[config.mk]
export PLATFORM = sky130hd
export DESIGN_NAME = terminal_escape_parser
export DESIGN_NICKNAME = d
export VERILOG_FILES = /design/src/hw/rtl/tep_pkg.sv /design/src/hw/rtl/terminal_escape_parser.sv /design/src/hw/rtl/tep_front.sv /design/src/hw/rtl/tep_queue.sv /design/src/hw/rtl/tep_back.sv
export SDC_FILE = /design/constraint.sdc
export NUM_CORES = 1
export LEC_CHECK = 0
export ABC_AREA = 1
export BUFFER_PORTS_ARGS = -buffer_cell sky130_fd_sc_hd__buf_2
export CELL_PAD_IN_SITES_DETAIL_PLACEMENT = 1
export CELL_PAD_IN_SITES_GLOBAL_PLACEMENT = 1
export CORE_MARGIN = 2
export CORE_UTILIZATION = 41
export CTS_CLUSTER_DIAMETER = 120
export DETAILED_ROUTE_END_ITERATION = 10
export GPL_TIMING_DRIVEN = 0
export PLACE_DENSITY_LB_ADDON = 0.1
export SETUP_SLACK_MARGIN = 0.4
export SYNTH_ARGS = -nofsm -noshare
export SYNTH_HDL_FRONTEND = slang
export SYNTH_SLANG_ARGS = --single-unit
[constraint.sdc]
create_clock -name clk -period 3.2 [get_ports clk]
set_clock_uncertainty 0.05 [all_clocks]
set_input_delay 0 -clock clk [delete_from_list [all_inputs] [get_ports clk]]
set_output_delay 0 -clock clk [all_outputs]
set_load 0.02 [all_outputs]
[src/hw/rtl/tep_pkg.sv]
// Shared types and constants for the terminal escape parser.
`timescale 1ns / 1ps

package tep_pkg;

  localparam logic [7:0] CH_ESC      = 8'h1B;
  localparam logic [7:0] CH_CR       = 8'h0D;
  localparam logic [7:0] CH_LF       = 8'h0A;
  localparam logic [7:0] CH_LBRACKET = 8'h5B;
  localparam logic [7:0] CH_QUESTION = 8'h3F;
  localparam logic [7:0] CH_ZERO     = 8'h30;
  localparam logic [7:0] CH_NINE     = 8'h39;
  localparam logic [7:0] CH_SET      = 8'h68;
  localparam logic [7:0] CH_RESET    = 8'h6C;

  localparam logic [15:0] PASTE_CODE = 16'd2004;
  localparam logic [15:0] PARAM_MAX  = 16'hFFFF;

  localparam int QUEUE_DEPTH = 2;
  localparam int OUT_BITS    = 34;
  localparam int OUT_BYTES_W = 40;

  typedef enum logic [3:0] {
    CLS_ESC,
    CLS_CR,
    CLS_LF,
    CLS_LBRACKET,
    CLS_QUESTION,
    CLS_DIGIT,
    CLS_SET,
    CLS_RESET,
    CLS_OTHER
  } char_class_t;

  typedef struct packed {
    char_class_t cls;
    logic [7:0]  ch;
  } item_t;

  typedef struct packed {
    logic       paste_mode;
    logic [6:0] cursor_col_out;
    logic [4:0] cursor_row_out;
    logic [7:0] write_char;
    logic [6:0] write_col;
    logic [4:0] write_row;
    logic       write_valid;
  } result_t;

endpackage

[src/hw/rtl/terminal_escape_parser.sv]
// Top level of the terminal escape parser.
`timescale 1ns / 1ps
// Usage:
//   s_axis carries one character byte per request in s_axis_tdata[7:0].
//   m_axis returns one result per character: an optional grid write
//   (valid, row, column, byte), the cursor position after the byte and
//   the bracketed paste flag.
// Path: each byte passes the classifier register, a queue entry and the
//   result register before m_axis_tvalid rises.
// Throughput: one character per cycle while m_axis_tready keeps up; parser
//   state updates in the execution stage, which sets the rate.
// Stalls: the classifier and executor are split by a two-entry queue and
//   the result sits in an output register, so input keeps flowing while
//   a result waits; when m_axis_tready stays low the queue fills and
//   s_axis_tready drops.
// Reset: rst (synchronous) returns the parser to ground, clears the private
//   flag, parameter, paste flag and cursor, and empties all stages.
// ROWS and COLS set the grid; row and column outputs carry the low 5 and
//   7 bits of the position.

module terminal_escape_parser #(
  parameter int ROWS = 32,
  parameter int COLS = 128
) (
  input  logic        clk,
  input  logic        rst,
  input  logic        s_axis_tvalid,
  output logic        s_axis_tready,
  input  logic [7:0]  s_axis_tdata,   // [7:0] in_char
  output logic        m_axis_tvalid,
  input  logic        m_axis_tready,
  // [0] write_valid, [5:1] write_row, [12:6] write_col, [20:13] write_char,
  // [25:21] cursor_row_out, [32:26] cursor_col_out, [33] paste_mode, [39:34] zero
  output logic [39:0] m_axis_tdata
);

  logic             front_valid;
  logic             front_ready;
  tep_pkg::item_t   front_item;
  logic             q_valid;
  logic             q_ready;
  tep_pkg::item_t   q_item;
  tep_pkg::result_t result;

  tep_front u_front (
    .clk           (clk),
    .rst           (rst),
    .s_axis_tvalid (s_axis_tvalid),
    .s_axis_tready (s_axis_tready),
    .s_axis_tdata  (s_axis_tdata),
    .item_valid    (front_valid),
    .item_ready    (front_ready),
    .item          (front_item)
  );

  tep_queue u_queue (
    .clk        (clk),
    .rst        (rst),
    .push_valid (front_valid),
    .push_ready (front_ready),
    .push_item  (front_item),
    .pop_valid  (q_valid),
    .pop_ready  (q_ready),
    .pop_item   (q_item)
  );

  tep_back #(
    .ROWS (ROWS),
    .COLS (COLS)
  ) u_back (
    .clk        (clk),
    .rst        (rst),
    .item_valid (q_valid),
    .item_ready (q_ready),
    .item       (q_item),
    .out_valid  (m_axis_tvalid),
    .out_ready  (m_axis_tready),
    .out_data   (result)
  );

  assign m_axis_tdata = {(tep_pkg::OUT_BYTES_W - tep_pkg::OUT_BITS)'(0), result};

endmodule

[src/hw/rtl/tep_front.sv]
// Input stage: accepts character requests and classifies each byte.
`timescale 1ns / 1ps

module tep_front (
  input  logic           clk,
  input  logic           rst,
  input  logic           s_axis_tvalid,
  output logic           s_axis_tready,
  input  logic [7:0]     s_axis_tdata,   // [7:0] in_char
  output logic           item_valid,
  input  logic           item_ready,
  output tep_pkg::item_t item
);

  tep_pkg::char_class_t cls_next;
  logic                 take;

  always_comb begin
    if (s_axis_tdata == tep_pkg::CH_ESC) begin
      cls_next = tep_pkg::CLS_ESC;
    end else if (s_axis_tdata == tep_pkg::CH_CR) begin
      cls_next = tep_pkg::CLS_CR;
    end else if (s_axis_tdata == tep_pkg::CH_LF) begin
      cls_next = tep_pkg::CLS_LF;
    end else if (s_axis_tdata == tep_pkg::CH_LBRACKET) begin
      cls_next = tep_pkg::CLS_LBRACKET;
    end else if (s_axis_tdata == tep_pkg::CH_QUESTION) begin
      cls_next = tep_pkg::CLS_QUESTION;
    end else if (s_axis_tdata >= tep_pkg::CH_ZERO && s_axis_tdata <= tep_pkg::CH_NINE) begin
      cls_next = tep_pkg::CLS_DIGIT;
    end else if (s_axis_tdata == tep_pkg::CH_SET) begin
      cls_next = tep_pkg::CLS_SET;
    end else if (s_axis_tdata == tep_pkg::CH_RESET) begin
      cls_next = tep_pkg::CLS_RESET;
    end else begin
      cls_next = tep_pkg::CLS_OTHER;
    end
  end

  assign s_axis_tready = !item_valid || item_ready;
  assign take          = s_axis_tvalid && s_axis_tready;

  always_ff @(posedge clk) begin
    if (rst) begin
      item_valid <= 1'b0;
    end else begin
      if (s_axis_tready) begin
        item_valid <= s_axis_tvalid;
      end
      if (take) begin
        item.cls <= cls_next;
        item.ch  <= s_axis_tdata;
      end
    end
  end

endmodule

[src/hw/rtl/tep_queue.sv]
// Two-entry queue between the classifier and the execution stage.
`timescale 1ns / 1ps

module tep_queue (
  input  logic           clk,
  input  logic           rst,
  input  logic           push_valid,
  output logic           push_ready,
  input  tep_pkg::item_t push_item,
  output logic           pop_valid,
  input  logic           pop_ready,
  output tep_pkg::item_t pop_item
);

  localparam int PTR_W = $clog2(tep_pkg::QUEUE_DEPTH);
  localparam int CNT_W = $clog2(tep_pkg::QUEUE_DEPTH + 1);

  tep_pkg::item_t entries [tep_pkg::QUEUE_DEPTH];
  logic [PTR_W-1:0] wr_ptr;
  logic [PTR_W-1:0] rd_ptr;
  logic [CNT_W-1:0] count;
  logic             push;
  logic             pop;

  assign push_ready = count < CNT_W'(tep_pkg::QUEUE_DEPTH);
  assign pop_valid  = count != '0;
  assign pop_item   = entries[rd_ptr];
  assign push       = push_valid && push_ready;
  assign pop        = pop_valid && pop_ready;

  always_ff @(posedge clk) begin
    if (push) begin
      entries[wr_ptr] <= push_item;
    end
  end

  always_ff @(posedge clk) begin
    if (rst) begin
      wr_ptr <= '0;
      rd_ptr <= '0;
      count  <= '0;
    end else begin
      if (push) begin
        wr_ptr <= (wr_ptr == PTR_W'(tep_pkg::QUEUE_DEPTH - 1)) ? '0 : wr_ptr + 1'b1;
      end
      if (pop) begin
        rd_ptr <= (rd_ptr == PTR_W'(tep_pkg::QUEUE_DEPTH - 1)) ? '0 : rd_ptr + 1'b1;
      end
      case ({push, pop})
        2'b10:   count <= count + 1'b1;
        2'b01:   count <= count - 1'b1;
        default: count <= count;
      endcase
    end
  end

  a_count_bound: assert property (@(posedge clk) disable iff (rst)
    count <= CNT_W'(tep_pkg::QUEUE_DEPTH))
    else $error("queue count above depth");

  a_pop_nonempty: assert property (@(posedge clk) disable iff (rst)
    (count == '0) |-> !pop)
    else $error("pop from empty queue");

endmodule

[src/hw/rtl/tep_back.sv]
// Execution stage: escape parser state, cursor tracking and result register.
`timescale 1ns / 1ps

module tep_back #(
  parameter int ROWS = 32,
  parameter int COLS = 128
) (
  input  logic             clk,
  input  logic             rst,
  input  logic             item_valid,
  output logic             item_ready,
  input  tep_pkg::item_t   item,
  output logic             out_valid,
  input  logic             out_ready,
  output tep_pkg::result_t out_data
);

  localparam int ROW_W = $clog2(ROWS);
  localparam int COL_W = $clog2(COLS);
  localparam int ROW_X = ROW_W + 5;
  localparam int COL_X = COL_W + 7;

  typedef enum logic [1:0] {
    PH_GROUND,
    PH_ESCAPE,
    PH_CSI
  } phase_t;

  phase_t           phase, phase_next;
  logic             priv, priv_next;
  logic [15:0]      param, param_next;
  logic             paste, paste_next;
  logic [ROW_W-1:0] row, row_next;
  logic [COL_W-1:0] col, col_next;
  logic             wv;
  logic [19:0]      digit_sum;
  logic [ROW_X-1:0] row_wide, row_next_wide;
  logic [COL_X-1:0] col_wide, col_next_wide;
  tep_pkg::result_t res_next;
  logic             pop;

  assign item_ready = !out_valid || out_ready;
  assign pop        = item_valid && item_ready;

  // param * 10 + digit, at most 20 bits
  assign digit_sum = {1'b0, param, 3'b000} + {3'b000, param, 1'b0} + 20'(item.ch[3:0]);

  always_comb begin
    phase_next = phase;
    priv_next  = priv;
    param_next = param;
    paste_next = paste;
    row_next   = row;
    col_next   = col;
    wv         = 1'b0;
    case (phase)
      PH_ESCAPE: begin
        if (item.cls == tep_pkg::CLS_LBRACKET) begin
          phase_next = PH_CSI;
          priv_next  = 1'b0;
          param_next = '0;
        end else begin
          phase_next = PH_GROUND;
        end
      end
      PH_CSI: begin
        case (item.cls)
          tep_pkg::CLS_QUESTION: priv_next = 1'b1;
          tep_pkg::CLS_DIGIT: begin
            param_next = (digit_sum > {4'b0000, tep_pkg::PARAM_MAX}) ? tep_pkg::PARAM_MAX
                                                                   : digit_sum[15:0];
          end
          tep_pkg::CLS_SET, tep_pkg::CLS_RESET: begin
            if (priv && param == tep_pkg::PASTE_CODE) begin
              paste_next = (item.cls == tep_pkg::CLS_SET);
            end
            phase_next = PH_GROUND;
          end
          default: phase_next = PH_CSI;
        endcase
      end
      default: begin
        phase_next = PH_GROUND;
        case (item.cls)
          tep_pkg::CLS_ESC: phase_next = PH_ESCAPE;
          tep_pkg::CLS_CR:  col_next = '0;
          tep_pkg::CLS_LF: begin
            if (row < ROW_W'(ROWS - 1)) begin
              row_next = row + 1'b1;
            end
          end
          default: begin
            wv = 1'b1;
            if (col < COL_W'(COLS - 1)) begin
              col_next = col + 1'b1;
            end else if (row < ROW_W'(ROWS - 1)) begin
              row_next = row + 1'b1;
              col_next = '0;
            end
          end
        endcase
      end
    endcase
  end

  assign row_wide      = ROW_X'(row);
  assign col_wide      = COL_X'(col);
  assign row_next_wide = ROW_X'(row_next);
  assign col_next_wide = COL_X'(col_next);

  always_comb begin
    res_next.write_valid    = wv;
    res_next.write_row      = wv ? row_wide[4:0] : 5'd0;
    res_next.write_col      = wv ? col_wide[6:0] : 7'd0;
    res_next.write_char     = wv ? item.ch : 8'd0;
    res_next.cursor_row_out = row_next_wide[4:0];
    res_next.cursor_col_out = col_next_wide[6:0];
    res_next.paste_mode     = paste_next;
  end

  always_ff @(posedge clk) begin
    if (rst) begin
      phase     <= PH_GROUND;
      priv      <= 1'b0;
      param     <= '0;
      paste     <= 1'b0;
      row       <= '0;
      col       <= '0;
      out_valid <= 1'b0;
    end else begin
      if (item_ready) begin
        out_valid <= item_valid;
      end
      if (pop) begin
        phase    <= phase_next;
        priv     <= priv_next;
        param    <= param_next;
        paste    <= paste_next;
        row      <= row_next;
        col      <= col_next;
        out_data <= res_next;
      end
    end
  end

  a_cursor_bound: assert property (@(posedge clk) disable iff (rst)
    row <= ROW_W'(ROWS - 1) && col <= COL_W'(COLS - 1))
    else $error("cursor outside grid");

  a_write_from_ground: assert property (@(posedge clk) disable iff (rst)
    (pop && phase == PH_GROUND && item.cls == tep_pkg::CLS_OTHER) |=>
      (out_valid && out_data.write_valid))
    else $error("printable byte in ground gave no grid write");

  a_paste_cause: assert property (@(posedge clk) disable iff (rst)
    (!$past(rst) && paste != $past(paste)) |->
      ($past(pop) && $past(phase) == PH_CSI &&
       ($past(item.cls) == tep_pkg::CLS_SET || $past(item.cls) == tep_pkg::CLS_RESET)))
    else $error("paste flag changed outside a mode request");

endmodule

After elaboration in Yosys (flattened, before gate mapping)
Memory sizes are Yosys's and may differ from the RTL's. A register that Yosys moved wholly into a read port is not among the register bits.
Cells that the tools add are included.
{"block": "word_totals", "reg_bits": 84, "mem_bits_rw": 24, "input_bits": 12, "out_inout_bits": 42, "elab_cells": 127, "n_memories": 1}
{"name": "u_queue.entries", "words": 2, "word_bits": 12, "rd": 1, "rd_clocked_by_memory_dff": 1, "wr": 1, "line_no": "tep_queue.sv:18", "rtl": "tep_pkg::item_t entries [tep_pkg::QUEUE_DEPTH];"}
{"block": "classes", "add_sub_neg": 8, "n_lt_le_gt_ge": 6, "eq_ne": 23, "mux": 38, "bitwise": 1, "n_reduce_logical": 27}
{"cell": "$mux 16", "count": 3}
{"cell": "$pmux 16 s2", "count": 1}
{"cell": "$eq 8x7->1 const B", "count": 3}
{"cell": "$mux 7", "count": 3}
{"cell": "$add 19x17->20", "count": 1}
{"cell": "$add 20x4->20", "count": 1}
{"cell": "$gt 20x16->1 const B", "count": 1}
{"cell": "$eq 16x11->1 const B", "count": 1}
{"cell": "$eq 4x3->1 const B", "count": 4}
{"cell": "$eq 8x4->1 const B", "count": 2}
{"cell": "$mux 1", "count": 15}
{"cell": "$mux 5", "count": 3}
{"cell": "$pmux 7 s2", "count": 1}
{"cell": "$pmux 2 s2", "count": 3}
{"cell": "$reduce_or 2->1", "count": 6}
{"cell": "$pmux 5 s2", "count": 1}
{"cell": "$mux 3", "count": 3}
{"cell": "$eq 4x2->1 const B", "count": 2}
{"cell": "$eq 8x5->1 const B", "count": 1}
{"cell": "$eq 8x6->1 const B", "count": 1}
{"cell": "$ge 8x6->1 const B", "count": 1}
{"cell": "$le 8x6->1 const B", "count": 1}
{"cell": "$reduce_and 4->1", "count": 2}
{"cell": "$add 7x1->7 const B", "count": 1}
{"cell": "25 further kinds", "count": 42}

Depth between registers and ports, before layout
{"block": "logic_depth", "depth_word": 8, "depth_mapped": 20, "mapped_depth_nobuf": 19}

Cells and area by module
From an unflattened synthesis, not the netlist that was laid out.
{"block": "unflattened", "hier_cells": 711, "area_unflattened_um2": 6318.6}
{"module": "tep_back", "instances": 1, "cells_each": 561, "area_each_um2": 4463.0, "seq_area_each_um2": 1681.6}
{"module": "tep_queue", "instances": 1, "cells_each": 73, "area_each_um2": 1168.6, "seq_area_each_um2": 820.8}
{"module": "tep_front", "instances": 1, "cells_each": 70, "area_each_um2": 638.1, "seq_area_each_um2": 380.4}
{"module": "terminal_escape_parser", "instances": 1, "cells_each": 7, "area_each_um2": 48.8, "seq_area_each_um2": 0.0}

Worst setup path before layout
OpenSTA, ideal clock, no wires.
{"block": "synth_timing", "path_type": "register to register", "from": "register with a tool-made name", "to": "register u_back.param[0]", "arrival_time_ns": 3.122, "required_ns": 3.018, "path_slack_ns": -0.104, "stages_incl_launch_ff": 20, "path_buffers": 1, "synth_period_minus_slack_ns": 3.304, "cell_sequence": "dfxtp_1 > inv_2 > or2_2 > o21ai_0 > inv_1 > fa_1 > fa_1 > nand2_1 > nand2_1 > nand3_1 > nand2_1 > nand2_1 > nand2_1 > nand2_1 > nand2_1 > nor2_1 > buf_2 > nand3_1 > nand2_1 > a21oi_1"}
{"element": "end signal: assignment", "line_no": "tep_back.sv:137", "rtl": "param <= param_next;"}
{"element": "end: declaration", "line_no": "tep_back.sv:31", "rtl": "logic [15:0] param, param_next;"}

==> summary.txt <==
Status
  • Status: completed

Floorplanning
  • Die area: around 15,000 sq um
  • Die width: approximately 120 um
  • Initial core utilization: between 40% and 50%
  • Core region area: 13,930 sq um
  • Die H: 123.6 um
  • Top-Level Pins: 54
  • Num rows: 43

CTS
  • Clock Path Buffers: 2
  • Number of CTS-inserted buffers: 9
  • Clock transition at the registers of the reported paths: 0.07 ns
  • CTS tree: built
  • CTS Root Cell: clkbuf_16
  • CTS H-tree depth: 3
  • Clock sink total: roughly 110
  • Worst skew pair latency: 0.35 ns

Layout
  • P&R area growth vs syn: 21.26%
  • Commonest non-fill, non-tap cell in the layout: nand2_1
  • Antenna diodes: 0
  • Share of cells above drive strength 1: 19.19%
  • Filler cells: 1,710
  • Most frequent cells in the layout: nand2_1, inv_1, edfxtp_1
  • Final core occ: 51.05%
  • Nets: 837
  • Finished Layout Cells: 972

Worst hold path
  • HP Class: in2reg
  • Min-delay src: s_axis_tdata[6]
  • Hold Path Depth: 2
  • Hold Path End: u_front.item[6]$_DFFE_PP_

Yosys
  • Post-synth top area share: 35.83%
  • Ys Warns: 0
  • Top_reg_cell synth: edfxtp_1
  • Post-synthesis compound-gate area fraction: between 10% and 20%
  • Mapped Cells: 697
  • Mapped cell area: between 5000 and 6000 sq um
  • Async S/R FF share, synth: 0%
  • Adder-cell area share of the yosys netlist: 8.360%
  • Synth Area in XOR/XNOR: 1.493%
  • Register bit total from synthesis: between 100 and 150
  • Post-synth EDFFs: 70
  • Sequential area share after synthesis: 49.14%
  • Mux contribution to synthesized area: 0.1706%
  • Syn Area/Cell: 8.417 sq um
  • Ranking of synthesized cells by area: edfxtp_1, dfxtp_1, nand2_1
  • Simple-Gate Fraction of Synth Area: between 20% and 30%
  • Largest area contributor in the netlist: edfxtp_1
  • Combinational family with the most area after synthesis: simple AND/OR/NAND/NOR gates
  • Synth unique cells: 41

Route
  • DR WL/cell: 15.51 um
  • Post-route ant nets: 0
  • Vias after detailed routing: 4,930
  • Vias/cell: 5.072
  • Routed WL: 15.08 mm
  • DR pass1 iterations: 4
  • 1st-iter DRT viols: 241
  • DRC errors left: 0

GRT
  • GRT busiest layer: met2
  • Number of global-route vias before repair: 5,176
  • Gr usage total: 20.76%
  • Global Route met1 Usage: 24.24%
  • Global route overflow: 0
  • Met2 GRT Util: 37.91%
  • Initial antenna violation count: 0
  • First-pass GRT wire length: between 20 and 25 mm
  • M3 GR Usage: 3.755%
  • Largest net degree at the start of global routing: 35

Power and ir drop
  • Cell Pwr Density: 677.0 nW/um^2
  • Leak pwr: 3.285 nW
  • Pint: ~3 mW
  • Clk pwr share: 23.3%
  • Flop pwr share: a little over two fifths
  • Switch Pwr: 1.815 mW
  • Max VDD drop: 0.4433 mV
  • Sw Share: between 30% and 40%
  • Portion of total power attributed to combinational logic: 34.2%

Critical path
  • R2R cell count: 19
  • Reg2Reg Setup Slack: 0.17 ns
  • Arrival time at the worst endpoint: 3.19 ns
  • CP Capture Type: flip-flop
  • Required @ worst endpoint: between 3 and 4 ns
  • Startpoint types: flip-flop
  • Setup CP Type: reg2reg
  • Reg2reg end: u_back.param[11]$_SDFFE_PP0P_
  • CP max FO: 6

Timing
  • Crit path time final: 3.025 ns
  • Fin. max-slew vios: 0
  • Tightest Pin Transition: between 1 and 1.5 ns
  • Final setup violation count: 0
  • RSZ-0062 raised after global routing: yes
  • Peak Freq: roughly 330 MHz
  • Max-slew headroom: 29.42%
  • Number of hold violations in the final report: 0
  • Final period util: roughly 95%

Place
  • IO Port Bufs: 46
  • Placed Instances: 928
  • DP Wirelength: approximately 11 mm
  • Routability cong.: 0.8223

Job
  • Max-cap violations: 0
kinds of logic after synthesis:
family	after synthesis
xor+xnor	10
simple gates	302
fa+ha+maj	38
other cells	1
flops	109
buf+inv	118
compound gates	118
mux	1
worst max-delay path, stage by stage, from the launching register on:
cell and delay [ns]:
dfxtp_4 0.38, inv_6 0.04, or2_4 0.23, o21ai_4 0.06, inv_2 0.05, fa_2 0.52
fa_2 0.40, nand2_2 0.09, nand2_2 0.07, nand3b_1 0.10, nand2_2 0.08, nand2_2 0.07
nand2_1 0.05, nand2_1 0.08, nand2_2 0.07, nor2_4 0.19, buf_6 0.17, nand3_2 0.06
nand2_1 0.07, a21oi_1 0.06
worst max-delay path by stage:
stage               from                       endpoint  slack, ns  cells past startpoint
3_5_place_dp   flip-flop  u_back.param[13]$_SDFFE_PP0P_      -0.04                     20
3_3_place_gp   flip-flop  u_back.param[13]$_SDFFE_PP0P_       0.07                     20
4_1_cts        flip-flop  u_back.param[13]$_SDFFE_PP0P_       0.24                     18
6_report       flip-flop  u_back.param[11]$_SDFFE_PP0P_       0.17                     19
2_1_floorplan  flip-flop   u_back.param[0]$_SDFFE_PP0P_       0.42                     20
5_1_grt        flip-flop   u_back.param[5]$_SDFFE_PP0P_      -0.04                     19
power by group through the flow:
| stage | combinational, mW | sequential (mW) | clock [mW] |
|---|---|---|---|
| finish | 1.65 | 2.04 | 1.12 |
| floorplan | 0.907 | 2.21 | 0 |
| CTS | 1.63 | 2.04 | 1.16 |
| global placement | 1.50 | 2.06 | 0 |
| global route | 1.85 | 2.08 | 1.21 |
| detailed placement | 1.56 | 2.08 | 0 |
Yosys cell counts, types with 2 or more instances:
library cell / number
nand3_1: 37
xor2_1: 3
o31ai_1: 2
o21ai_1: 5
nor2_1: 68
nand2_1: 163
fa_1: 2
nand4_1: 5
inv_2: 6
inv_1: 92
o21ai_2: 4
buf_2: 3
and2_1: 3
nor3_1: 8
dfxtp_1: 39
buf_4: 7
edfxtp_1: 70
clkbuf_1: 9
a21oi_1: 64
or2_2: 6
o21ai_0: 36
ha_1: 36
nand3b_1: 4
o2111ai_1: 2
xnor2_1: 7
registers in the layout, indices dropped and copies added, names as in the netlist, named ones only:
register            flops
u_back.out_data        34
u_queue.entries        24
u_back.param           16
u_front.item           12
u_back.col              7
u_back.row              5
u_back.phase            2
u_queue.count           2
u_back.out_valid        1
u_back.paste            1
u_back.priv             1
u_front.item_valid      1
u_queue.rd_ptr          1
u_queue.wr_ptr          1
cell type report:
class	count	area [sq um]	share of cell area [%]
Sequential cell	109	2887	40.57
Inverter	98	372.9	5.241
Multi-Input combinational cell	475	2721	38.25
Clock inverter	7	75.07	1.055
Buffer	20	128.9	1.811
Clock buffer	9	225.2	3.166
Timing Repair Buffer	74	479.2	6.736
Tap cell	180	225.2	3.166
per-layer routing:
layer / part of all wire, % / vias to the layer above
met4: 1.9 / 0
met3: 2.8 / 20
met2: 52 / 64
met1: 43 / 2375
li1: - / 2471
met5: 0 / -
timing repair:
action,in CTS,in global routing
hold buffers,11,0
setup buffers,13,2
hold endpoints to repair,12,0
resized for setup,24,18
pin swaps,9,11
cloned,2,0
endpoints found under the setup margin,16,16
metrics by stage:
stage / setup TNS [ns] / worst slack [ns] / hold slack [ns] / power (mW) / cell area, sq um
floorplan: 0 / 0.4198 / 0.04887 / 3.121 / 5954
global placement: 0 / 0.06697 / 0.1595 / 3.557 / 6410
detailed placement: -0.1116 / -0.03508 / 0.1624 / 3.641 / 6415
CTS: 0 / 0.2379 / 0.3317 / 4.833 / 7020
global route: -0.2227 / -0.03653 / 0.3434 / 5.134 / 7114
finish: 0 / 0.1746 / 0.3507 / 4.817 / 7114
No activity file was read; power rests on OpenSTA's default activity.
